$ cat config.mk
export PLATFORM = sky130hd
export DESIGN_NAME = fixed_capacity_key_value_table_flat
export DESIGN_NICKNAME = d
export VERILOG_FILES = /design/src/rtl/core/fckv_pkg.sv /design/src/rtl/core/fckv_req_if.sv /design/src/rtl/core/fckv_rsp_if.sv /design/src/rtl/core/fixed_capacity_key_value_table.sv /design/src/rtl/core/fckv_ram.sv /design/src/rtl/core/fckv_engine.sv /design/src/flat_wrapper.sv
export SDC_FILE = /design/constraint.sdc
export NUM_CORES = 2
export LEC_CHECK = 0
export BUFFER_PORTS_ARGS = -buffer_cell sky130_fd_sc_hd__buf_2
export CORE_MARGIN = 5
export CORE_UTILIZATION = 40
export DETAILED_ROUTE_END_ITERATION = 10
export GPL_ROUTABILITY_DRIVEN = 0
export PLACE_DENSITY = 0.57
export SLEW_MARGIN = 20
export SYNTH_ARGS = -nofsm -noshare
export SYNTH_HDL_FRONTEND = slang
export SYNTH_SLANG_ARGS = --single-unit
$ cat constraint.sdc
create_clock -name clk -period 5.4 [get_ports clk]
set_input_delay 0.27 -clock clk [delete_from_list [all_inputs] [get_ports clk]]
set_output_delay 0.27 -clock clk [all_outputs]
set_load 0.005 [all_outputs]
$ cat src/rtl/core/fckv_pkg.sv
`default_nettype none
// ----------------------------------------------------------------------------
// fckv_pkg
// Shared sizes, operation codes and bundle types of the key/value table.
// ----------------------------------------------------------------------------
package fckv_pkg;

  localparam int CAPACITY   = 16;
  localparam int KEY_BITS   = 32;
  localparam int VALUE_BITS = 64;

  // Slot address and entry count widths follow from the capacity.
  localparam int SLOT_BITS  = (CAPACITY > 1) ? $clog2(CAPACITY) : 1;
  localparam int COUNT_BITS = $clog2(CAPACITY + 1);

  // Widths of the request and result fields on the channels.
  localparam int MODE_FIELD_BITS  = 3;
  localparam int KEY_FIELD_BITS   = 32;
  localparam int VALUE_FIELD_BITS = 64;
  localparam int COUNT_FIELD_BITS = 5;

  localparam logic [MODE_FIELD_BITS-1:0] MODE_INSERT = 3'd0;
  localparam logic [MODE_FIELD_BITS-1:0] MODE_UPDATE = 3'd1;
  localparam logic [MODE_FIELD_BITS-1:0] MODE_UPSERT = 3'd2;
  localparam logic [MODE_FIELD_BITS-1:0] MODE_ERASE  = 3'd3;
  localparam logic [MODE_FIELD_BITS-1:0] MODE_LOOKUP = 3'd4;

  typedef struct packed {
    logic [MODE_FIELD_BITS-1:0]  mode;
    logic [KEY_FIELD_BITS-1:0]   key;
    logic [VALUE_FIELD_BITS-1:0] value_in;
  } req_t;

  typedef struct packed {
    logic                        valid;
    logic                        ok;
    logic [VALUE_FIELD_BITS-1:0] value_out;
    logic [COUNT_FIELD_BITS-1:0] entry_count;
  } res_t;

  typedef struct packed {
    logic                 en;
    logic [SLOT_BITS-1:0] addr;
    logic [KEY_BITS-1:0]  data;
  } key_wr_t;

  typedef struct packed {
    logic                  en;
    logic [SLOT_BITS-1:0]  addr;
    logic [VALUE_BITS-1:0] data;
  } val_wr_t;

endpackage
`default_nettype wire

$ cat src/rtl/core/fckv_req_if.sv
`default_nettype none
// ----------------------------------------------------------------------------
// fckv_req_if
// Request channel of the key/value table: operation, key and value.
// ----------------------------------------------------------------------------
interface fckv_req_if;
  logic                                   valid;
  logic                                   ready;
  logic [fckv_pkg::MODE_FIELD_BITS-1:0]   mode;
  logic [fckv_pkg::KEY_FIELD_BITS-1:0]    key;
  logic [fckv_pkg::VALUE_FIELD_BITS-1:0]  value_in;

  modport source (output valid, output mode, output key, output value_in, input ready);
  modport sink   (input valid, input mode, input key, input value_in, output ready);
endinterface
`default_nettype wire

$ cat src/rtl/core/fckv_rsp_if.sv
`default_nettype none
// ----------------------------------------------------------------------------
// fckv_rsp_if
// Result channel of the key/value table: status, value and entry count.
// ----------------------------------------------------------------------------
interface fckv_rsp_if;
  logic                                   valid;
  logic                                   ready;
  logic                                   ok;
  logic [fckv_pkg::VALUE_FIELD_BITS-1:0]  value_out;
  logic [fckv_pkg::COUNT_FIELD_BITS-1:0]  entry_count;

  modport source (output valid, output ok, output value_out, output entry_count, input ready);
  modport sink   (input valid, input ok, input value_out, input entry_count, output ready);
endinterface
`default_nettype wire

$ cat src/rtl/core/fixed_capacity_key_value_table.sv
`default_nettype none
// ----------------------------------------------------------------------------
// fixed_capacity_key_value_table
// Fixed-capacity key/value table with insert, update, upsert, erase and lookup.
// ----------------------------------------------------------------------------
//
//   channel  direction  payload                         handshake
//   req      in         mode, key, value_in             valid / ready
//   rsp      out        ok, value_out, entry_count      valid / ready
//
// A request runs from acceptance to its result in the output register
// through a scan over the key RAM, one slot read per cycle through its
// single read port, then a compare of the last key read, then the
// decision step, the value RAM read for a lookup that hits, and the
// hand-over step. The next request is taken only after the hand-over.
// Reset clears the valid bits and the entry count; the key and
// value RAMs are not cleared, as only valid slots are ever compared or read.
// A result waiting in the output register does not block the next request;
// a second result waits in the engine until the register frees up.
// ----------------------------------------------------------------------------
module fixed_capacity_key_value_table (
  input  wire logic  clk,
  input  wire logic  rst,
  fckv_req_if.sink   req,
  fckv_rsp_if.source rsp
);

  fckv_pkg::req_t                        req_data;
  fckv_pkg::res_t                        res;
  logic                                  res_ready;
  fckv_pkg::key_wr_t                     key_wr;
  fckv_pkg::val_wr_t                     val_wr;
  logic [fckv_pkg::SLOT_BITS-1:0]        key_raddr;
  logic [fckv_pkg::SLOT_BITS-1:0]        val_raddr;
  logic [fckv_pkg::KEY_BITS-1:0]         key_rdata;
  logic [fckv_pkg::VALUE_BITS-1:0]       val_rdata;

  // Output register state.
  logic                                  rsp_valid;
  logic                                  rsp_ok;
  logic [fckv_pkg::VALUE_FIELD_BITS-1:0] rsp_value;
  logic [fckv_pkg::COUNT_FIELD_BITS-1:0] rsp_count;

  assign req_data.mode     = req.mode;
  assign req_data.key      = req.key;
  assign req_data.value_in = req.value_in;

  // The engine may hand over a result whenever the register is empty or
  // its current result is being taken in this cycle.
  assign res_ready = !rsp_valid || rsp.ready;

  fckv_engine u_engine (
    .clk       (clk),
    .rst       (rst),
    .req_valid (req.valid),
    .req_data  (req_data),
    .req_ready (req.ready),
    .res       (res),
    .res_ready (res_ready),
    .key_wr    (key_wr),
    .val_wr    (val_wr),
    .key_raddr (key_raddr),
    .val_raddr (val_raddr),
    .key_rdata (key_rdata),
    .val_rdata (val_rdata)
  );

  // Keys of all slots; read once per cycle during the scan.
  fckv_ram #(
    .WIDTH     (fckv_pkg::KEY_BITS),
    .DEPTH     (fckv_pkg::CAPACITY),
    .ADDR_BITS (fckv_pkg::SLOT_BITS)
  ) u_key_ram (
    .clk   (clk),
    .we    (key_wr.en),
    .waddr (key_wr.addr),
    .wdata (key_wr.data),
    .raddr (key_raddr),
    .rdata (key_rdata)
  );

  // Values of all slots; the read data is used only for a lookup that found its key.
  fckv_ram #(
    .WIDTH     (fckv_pkg::VALUE_BITS),
    .DEPTH     (fckv_pkg::CAPACITY),
    .ADDR_BITS (fckv_pkg::SLOT_BITS)
  ) u_val_ram (
    .clk   (clk),
    .we    (val_wr.en),
    .waddr (val_wr.addr),
    .wdata (val_wr.data),
    .raddr (val_raddr),
    .rdata (val_rdata)
  );

  always_ff @(posedge clk) begin
    if (rst) begin
      rsp_valid <= 1'b0;
    end else if (res.valid && res_ready) begin
      rsp_valid <= 1'b1;
    end else if (rsp.ready) begin
      rsp_valid <= 1'b0;
    end
  end

  always_ff @(posedge clk) begin
    if (res.valid && res_ready) begin
      rsp_ok    <= res.ok;
      rsp_value <= res.value_out;
      rsp_count <= res.entry_count;
    end
  end

  assign rsp.valid       = rsp_valid;
  assign rsp.ok          = rsp_ok;
  assign rsp.value_out   = rsp_value;
  assign rsp.entry_count = rsp_count;

endmodule
`default_nettype wire

$ cat src/rtl/core/fckv_ram.sv
`default_nettype none
// ----------------------------------------------------------------------------
// fckv_ram
// Simple dual-port synchronous RAM, one write and one registered read port.
// ----------------------------------------------------------------------------
module fckv_ram #(
  parameter int WIDTH     = 32,
  parameter int DEPTH     = 16,
  parameter int ADDR_BITS = 4
) (
  input  wire logic                 clk,
  input  wire logic                 we,
  input  wire logic [ADDR_BITS-1:0] waddr,
  input  wire logic [WIDTH-1:0]     wdata,
  input  wire logic [ADDR_BITS-1:0] raddr,
  output logic      [WIDTH-1:0]     rdata
);

  logic [WIDTH-1:0] mem [DEPTH];

  always_ff @(posedge clk) begin
    if (we) begin
      mem[waddr] <= wdata;
    end
    rdata <= mem[raddr];
  end

endmodule
`default_nettype wire

$ cat src/rtl/core/fckv_engine.sv
`default_nettype none
// ----------------------------------------------------------------------------
// fckv_engine
// Sequencer: scans the key RAM for a match and a free slot, then acts.
// ----------------------------------------------------------------------------
module fckv_engine (
  input  wire logic                                clk,
  input  wire logic                                rst,
  input  wire logic                                req_valid,
  input  wire fckv_pkg::req_t                      req_data,
  output logic                                     req_ready,
  output fckv_pkg::res_t                           res,
  input  wire logic                                res_ready,
  output fckv_pkg::key_wr_t                        key_wr,
  output fckv_pkg::val_wr_t                        val_wr,
  output logic [fckv_pkg::SLOT_BITS-1:0]           key_raddr,
  output logic [fckv_pkg::SLOT_BITS-1:0]           val_raddr,
  input  wire logic [fckv_pkg::KEY_BITS-1:0]       key_rdata,
  input  wire logic [fckv_pkg::VALUE_BITS-1:0]     val_rdata
);

  localparam logic [2:0] S_IDLE   = 3'd0;
  localparam logic [2:0] S_SCAN   = 3'd1;
  localparam logic [2:0] S_DECIDE = 3'd2;
  localparam logic [2:0] S_VREAD  = 3'd3;
  localparam logic [2:0] S_RESP   = 3'd4;

  localparam logic [fckv_pkg::COUNT_BITS-1:0] CAP_COUNT =
    fckv_pkg::COUNT_BITS'(fckv_pkg::CAPACITY);

  logic [2:0]                              state;
  logic [fckv_pkg::MODE_FIELD_BITS-1:0]    mode_q;
  logic [fckv_pkg::KEY_BITS-1:0]           key_q;
  logic [fckv_pkg::VALUE_BITS-1:0]         value_q;
  logic [fckv_pkg::COUNT_BITS-1:0]         idx;
  logic                                    pend;
  logic [fckv_pkg::SLOT_BITS-1:0]          pend_idx;
  logic                                    pend_valid;
  logic                                    hit;
  logic [fckv_pkg::SLOT_BITS-1:0]          hit_at;
  logic                                    has_free;
  logic [fckv_pkg::SLOT_BITS-1:0]          free_at;
  logic [fckv_pkg::CAPACITY-1:0]           slot_valid;
  logic [fckv_pkg::COUNT_BITS-1:0]         count;
  logic                                    res_ok;
  logic [fckv_pkg::VALUE_BITS-1:0]         res_value;
  logic [fckv_pkg::COUNT_BITS-1:0]         res_count;

  logic                                    scan_live;
  logic [fckv_pkg::SLOT_BITS-1:0]          scan_addr;
  logic                                    do_ins;
  logic                                    do_upd;
  logic                                    do_ers;
  logic                                    do_look;
  logic [fckv_pkg::COUNT_BITS-1:0]         count_next;

  assign scan_live = (idx < CAP_COUNT);
  assign scan_addr = scan_live ? idx[fckv_pkg::SLOT_BITS-1:0] : '0;
  assign key_raddr = scan_addr;
  assign val_raddr = hit_at;
  assign req_ready = (state == S_IDLE);

  // Action for the request once the scan has settled the match and free slot.
  always_comb begin
    do_ins  = 1'b0;
    do_upd  = 1'b0;
    do_ers  = 1'b0;
    do_look = 1'b0;
    case (mode_q)
      fckv_pkg::MODE_INSERT: begin
        do_ins = !hit && has_free;
      end
      fckv_pkg::MODE_UPDATE: begin
        do_upd = hit;
      end
      fckv_pkg::MODE_UPSERT: begin
        do_upd = hit;
        do_ins = !hit && has_free;
      end
      fckv_pkg::MODE_ERASE: begin
        do_ers = hit;
      end
      fckv_pkg::MODE_LOOKUP: begin
        do_look = hit;
      end
      default: begin
      end
    endcase
    count_next = count;
    if (do_ins) begin
      count_next = count + 1'b1;
    end else if (do_ers && (count != '0)) begin
      count_next = count - 1'b1;
    end
  end

  always_comb begin
    key_wr.en   = (state == S_DECIDE) && do_ins;
    key_wr.addr = free_at;
    key_wr.data = key_q;
    val_wr.en   = (state == S_DECIDE) && (do_ins || do_upd);
    val_wr.addr = do_ins ? free_at : hit_at;
    val_wr.data = value_q;
  end

  always_ff @(posedge clk) begin
    if (rst) begin
      state      <= S_IDLE;
      idx        <= '0;
      pend       <= 1'b0;
      hit        <= 1'b0;
      has_free   <= 1'b0;
      slot_valid <= '0;
      count      <= '0;
    end else begin
      case (state)
        S_IDLE: begin
          if (req_valid) begin
            idx      <= '0;
            pend     <= 1'b0;
            hit      <= 1'b0;
            has_free <= 1'b0;
            state    <= S_SCAN;
          end
        end
        S_SCAN: begin
          pend <= scan_live;
          if (scan_live) begin
            idx <= idx + 1'b1;
          end
          if (pend) begin
            if (pend_valid) begin
              if (!hit && (key_rdata == key_q)) begin
                hit <= 1'b1;
              end
            end else if (!has_free) begin
              has_free <= 1'b1;
            end
          end
          if (!scan_live && pend) begin
            state <= S_DECIDE;
          end
        end
        S_DECIDE: begin
          count <= count_next;
          if (do_ins) begin
            slot_valid[free_at] <= 1'b1;
          end
          if (do_ers) begin
            slot_valid[hit_at] <= 1'b0;
          end
          state <= do_look ? S_VREAD : S_RESP;
        end
        S_VREAD: begin
          state <= S_RESP;
        end
        S_RESP: begin
          if (res_ready) begin
            state <= S_IDLE;
          end
        end
        default: begin
          state <= S_IDLE;
        end
      endcase
    end
  end

  // Payload registers: request copy, compare stage and result.
  always_ff @(posedge clk) begin
    if (state == S_IDLE && req_valid) begin
      mode_q  <= req_data.mode;
      key_q   <= req_data.key[fckv_pkg::KEY_BITS-1:0];
      value_q <= req_data.value_in[fckv_pkg::VALUE_BITS-1:0];
    end
    if (state == S_SCAN) begin
      pend_idx   <= scan_addr;
      pend_valid <= slot_valid[scan_addr];
      if (pend) begin
        if (pend_valid) begin
          if (!hit && (key_rdata == key_q)) begin
            hit_at <= pend_idx;
          end
        end else if (!has_free) begin
          free_at <= pend_idx;
        end
      end
    end
    if (state == S_DECIDE) begin
      res_ok    <= do_ins || do_upd || do_ers || do_look;
      res_value <= '0;
      res_count <= count_next;
    end
    if (state == S_VREAD) begin
      res_value <= val_rdata;
    end
  end

  always_comb begin
    res.valid       = (state == S_RESP);
    res.ok          = res_ok;
    res.value_out   = fckv_pkg::VALUE_FIELD_BITS'(res_value);
    res.entry_count = fckv_pkg::COUNT_FIELD_BITS'(res_count);
  end

`ifndef SYNTHESIS
  a_count_matches_valid: assert property (@(posedge clk) disable iff (rst)
    32'(count) == $countones(slot_valid))
    else $error("entry count differs from the number of valid slots");

  a_insert_writes_both: assert property (@(posedge clk) disable iff (rst)
    key_wr.en |-> (val_wr.en && (val_wr.addr == key_wr.addr)))
    else $error("key written without its value at the same slot");

  a_scan_ends_in_decide: assert property (@(posedge clk) disable iff (rst)
    (state == S_SCAN && !scan_live && pend) |=> (state == S_DECIDE))
    else $error("scan did not hand over to the decision step");

  a_result_held: assert property (@(posedge clk) disable iff (rst)
    (state == S_RESP && !res_ready) |=> (state == S_RESP && $stable(res_count)
      && $stable(res_ok)))
    else $error("pending result changed before it was taken");
`endif

endmodule
`default_nettype wire
$ cat src/flat_wrapper.sv
// flat-port wrapper written by rule: the top's interface ports become plain ports
module fixed_capacity_key_value_table_flat 
  (clk, rst, req_valid, req_mode, req_key, req_value_in, req_ready, rsp_valid, rsp_ok, rsp_value_out, rsp_entry_count, rsp_ready);
  fckv_req_if req_i ();
  fckv_rsp_if rsp_i ();
  input  wire logic clk;
  input  wire logic rst;
  input wire logic [$bits(req_i.valid)-1:0] req_valid;
  input wire logic [$bits(req_i.mode)-1:0] req_mode;
  input wire logic [$bits(req_i.key)-1:0] req_key;
  input wire logic [$bits(req_i.value_in)-1:0] req_value_in;
  output wire logic [$bits(req_i.ready)-1:0] req_ready;
  output wire logic [$bits(rsp_i.valid)-1:0] rsp_valid;
  output wire logic [$bits(rsp_i.ok)-1:0] rsp_ok;
  output wire logic [$bits(rsp_i.value_out)-1:0] rsp_value_out;
  output wire logic [$bits(rsp_i.entry_count)-1:0] rsp_entry_count;
  input wire logic [$bits(rsp_i.ready)-1:0] rsp_ready;
  assign req_i.valid = req_valid;
  assign req_i.mode = req_mode;
  assign req_i.key = req_key;
  assign req_i.value_in = req_value_in;
  assign req_ready = req_i.ready;
  assign rsp_valid = rsp_i.valid;
  assign rsp_ok = rsp_i.ok;
  assign rsp_value_out = rsp_i.value_out;
  assign rsp_entry_count = rsp_i.entry_count;
  assign rsp_i.ready = rsp_ready;
  fixed_capacity_key_value_table u_core (.clk(clk), .rst(rst), .req(req_i), .rsp(rsp_i));
endmodule
==> qor.txt <==
Slew @ Worst Pin: 1.19 ns
Clock Latency Late Sink: 0.82 ns
Die Width: 430 um
Synth warn: 0
Port Buf Inserts: 174
Pre-CTS setup slack: 1.85 ns
Total track usage: 0.173
TritonCTS buffer count: 192
Mapped Cells: 3321
First-pass GRT wire length: 237000 um
Final Max Tran Viols: 0
Seq/Total Area, Yosys: 0.796
Cell area after layout: 0.0824 mm^2
Share of layout cells above drive strength 1: 0.253
Leak pwr: 26.1 nW
Crit path max-delay cell type: nor2_4
Site Rows: 154
Critical path peak fanout: 44
Max cap viols: 0
Flops & latches, synth: 1917
Data required time of the worst path: 5.88 ns
Fin crit share: 0.653
Slew margin rel.: 0.206
Layout Nets: 3779
Via Count: 33400
CP Launch Type: flip-flop
Vias per cell: 5.41
Mapped Avg Cell Area: 21.3 um^2
Max incr delay on CP: 0.89 ns
Crit path from: u_core.u_engine.state[2]$_SDFFE_PP0P_
Final HPWL DP: 84700 um
Largest net degree at the start of global routing: 154
Fillers: 14500
Clock sinks: 1917
Area delta synth->final: 16.6%
Final worst setup slack: 1.88 ns
DIE AREA: 0.185 mm^2
Resized cells post-CTS: 0
Commonest non-fill, non-tap cell in the layout: edfxtp_1
Hold path start: req_valid
Worst path arrival time: 4.00 ns
Clock Pin Slew Worst Setup and Hold Paths: 0.06 ns
Mapped Area: 0.0707 mm^2
Commonest cells after routing, fill and taps aside: edfxtp_1, mux4_2, clkbuf_16, buf_2, dfxtp_1
Cell Chain, Critical Path: or3b_1, nor3_1, o21ai_1, nor2_4, buf_12
FMAX: 0.284 GHz
Iteration-0 DRC Markers: 3139
Dpl cell area: 0.0748 mm^2
Critical path type: flip-flop to flip-flop
Fin. Hold Viols: 0
Main synth FF type: edfxtp_1
EDFF count, synth: 1788
Finished Core Util: 0.468
Initial antenna violation count: 3
Register area: 0.0563 mm^2
Starting Density: 0.402
Hold WS: 0.0676 ns
Distinct cells, synth: 61
Ys async rst share: 0
Max Clock Skew: 0.0612 ns
RSZ-0062 raised after global routing: false
Worst reg2reg startpoint: u_core.u_engine.state[2]$_SDFFE_PP0P_
Pwr Total: 31.3 mW
Setup TNS: 0 ns
Hold/Removal Path Class: primary input to flip-flop
Post-DRT Antenna Nets: 0
H-tree level count: 4
Pwr Density: 380 mW/mm^2
Grt ovf: 0
Crit. End Element: flip-flop
Die Span Y: 430 um
Vias in the first global route: 34300
Final Non-Filler Cells: 6183
Final min period: 3.52 ns
DRT Wirelength: 162000 um
# IOs: 175
Status: complete, no violations
DR WL/cell: 26.2 um
Syn Nets: 3427
Footprint of the multi-input gates: 0.0138 mm^2
Root Buffer: clkbuf_16
Drt drc: 0
CTS Hold Bufs: 102
Placed insts: 5717
1st-pass router iterations: 5
Peak supply drop: 349 uV
Setup violators final: 0
CTS tree: built
Max Root-Sink Buffers: 3
Core Region: 0.176 mm^2
Setup bufs post-CTS: 0
-- power breakdown --
| group | total, mW | switching (mW) | internal, mW |
|---|---|---|---|
| clock | 13.5 | 5.61 | 7.84 |
| sequential | 17.0 | 0.382 | 16.6 |
| combinational | 0.872 | 0.537 | 0.335 |
-- kinds of logic after synthesis --
group	count (synthesis)	synth area share
adders and majority gates	3	0.000531
DFF	1917	0.796
and+or+nand+nor	285	0.0209
AOI/OAI and AO/OA	415	0.0413
buffers and inverters	207	0.0118
muxes	455	0.124
xor gates and xnor gates	39	0.00483
-- worst paths after layout --
path / endpoint / slack [ns] / depth (start not counted)
setup reg to reg: u_core.u_val_ram.mem[9][10]$_DFFE_PP_ / 1.88 / 5
hold reg to reg: u_core.rsp.value_out[19]$_DFFE_PP_ / 0.42 / 0
setup / recovery: u_core.u_val_ram.mem[9][10]$_DFFE_PP_ / 1.88 / 5
hold / removal: u_core.u_engine.has_free$_SDFFE_PP0P_ / 0.07 / 4
-- cells in the mapped netlist, types with 46 or more instances --
cell         n  share of area
nand2_1     52         0.0028
buf_2       46         0.0033
dfxtp_1    129          0.037
a21oi_1    103         0.0073
a221oi_1    54         0.0067
o21ai_0     63         0.0045
nor2_1      84         0.0045
mux4_2     334           0.11
clkbuf_1   136         0.0072
mux2i_1     86          0.012
edfxtp_1  1788           0.76
and3_1      65         0.0058
-- final cells by class --
type                    instances  share of cell area
multi-input cells            1197               0.168
inverters                      10            0.000516
clock buffers                 272              0.0656
diodes                          1           0.0000304
repair buffers                355              0.0338
flip-flops and latches       1917               0.683
clock inverters                91              0.0135
well taps                    2340              0.0355
-- layer usage --
metal / global-route usage / vias up / wire (um)
li1: - / 14600 / -
met1: 0.233 / 17800 / 67800
met2: 0.296 / 894 / 83200
met3: 0.0250 / 211 / 7610
met4: 0.0437 / 0 / 3280
met5: 0 / - / 0
-- sequential cells by signal, indices dropped and copies added (netlist names), 5 cells and up --
register	cells
u_core.u_val_ram.mem	1024
u_core.u_key_ram.mem	512
u_core.rsp.value_out	64
u_core.u_engine.res_value	64
u_core.u_engine.value_q	64
u_core.u_val_ram.rdata	64
u_core.u_engine.key_q	32
u_core.u_key_ram.rdata	32
u_core.u_engine.slot_valid	16
u_core.rsp.entry_count	5
u_core.u_engine.count	5
u_core.u_engine.idx	5
u_core.u_engine.res_count	5
-- worst max-delay path, delay by kind of cell (launching register included) --
family          cells  cell delay [ns]
compound gates      1             0.39
buf+inv             1             0.42
flops               1             0.43
simple gates        3             1.89
No activity file was read; power rests on OpenSTA's default activity.
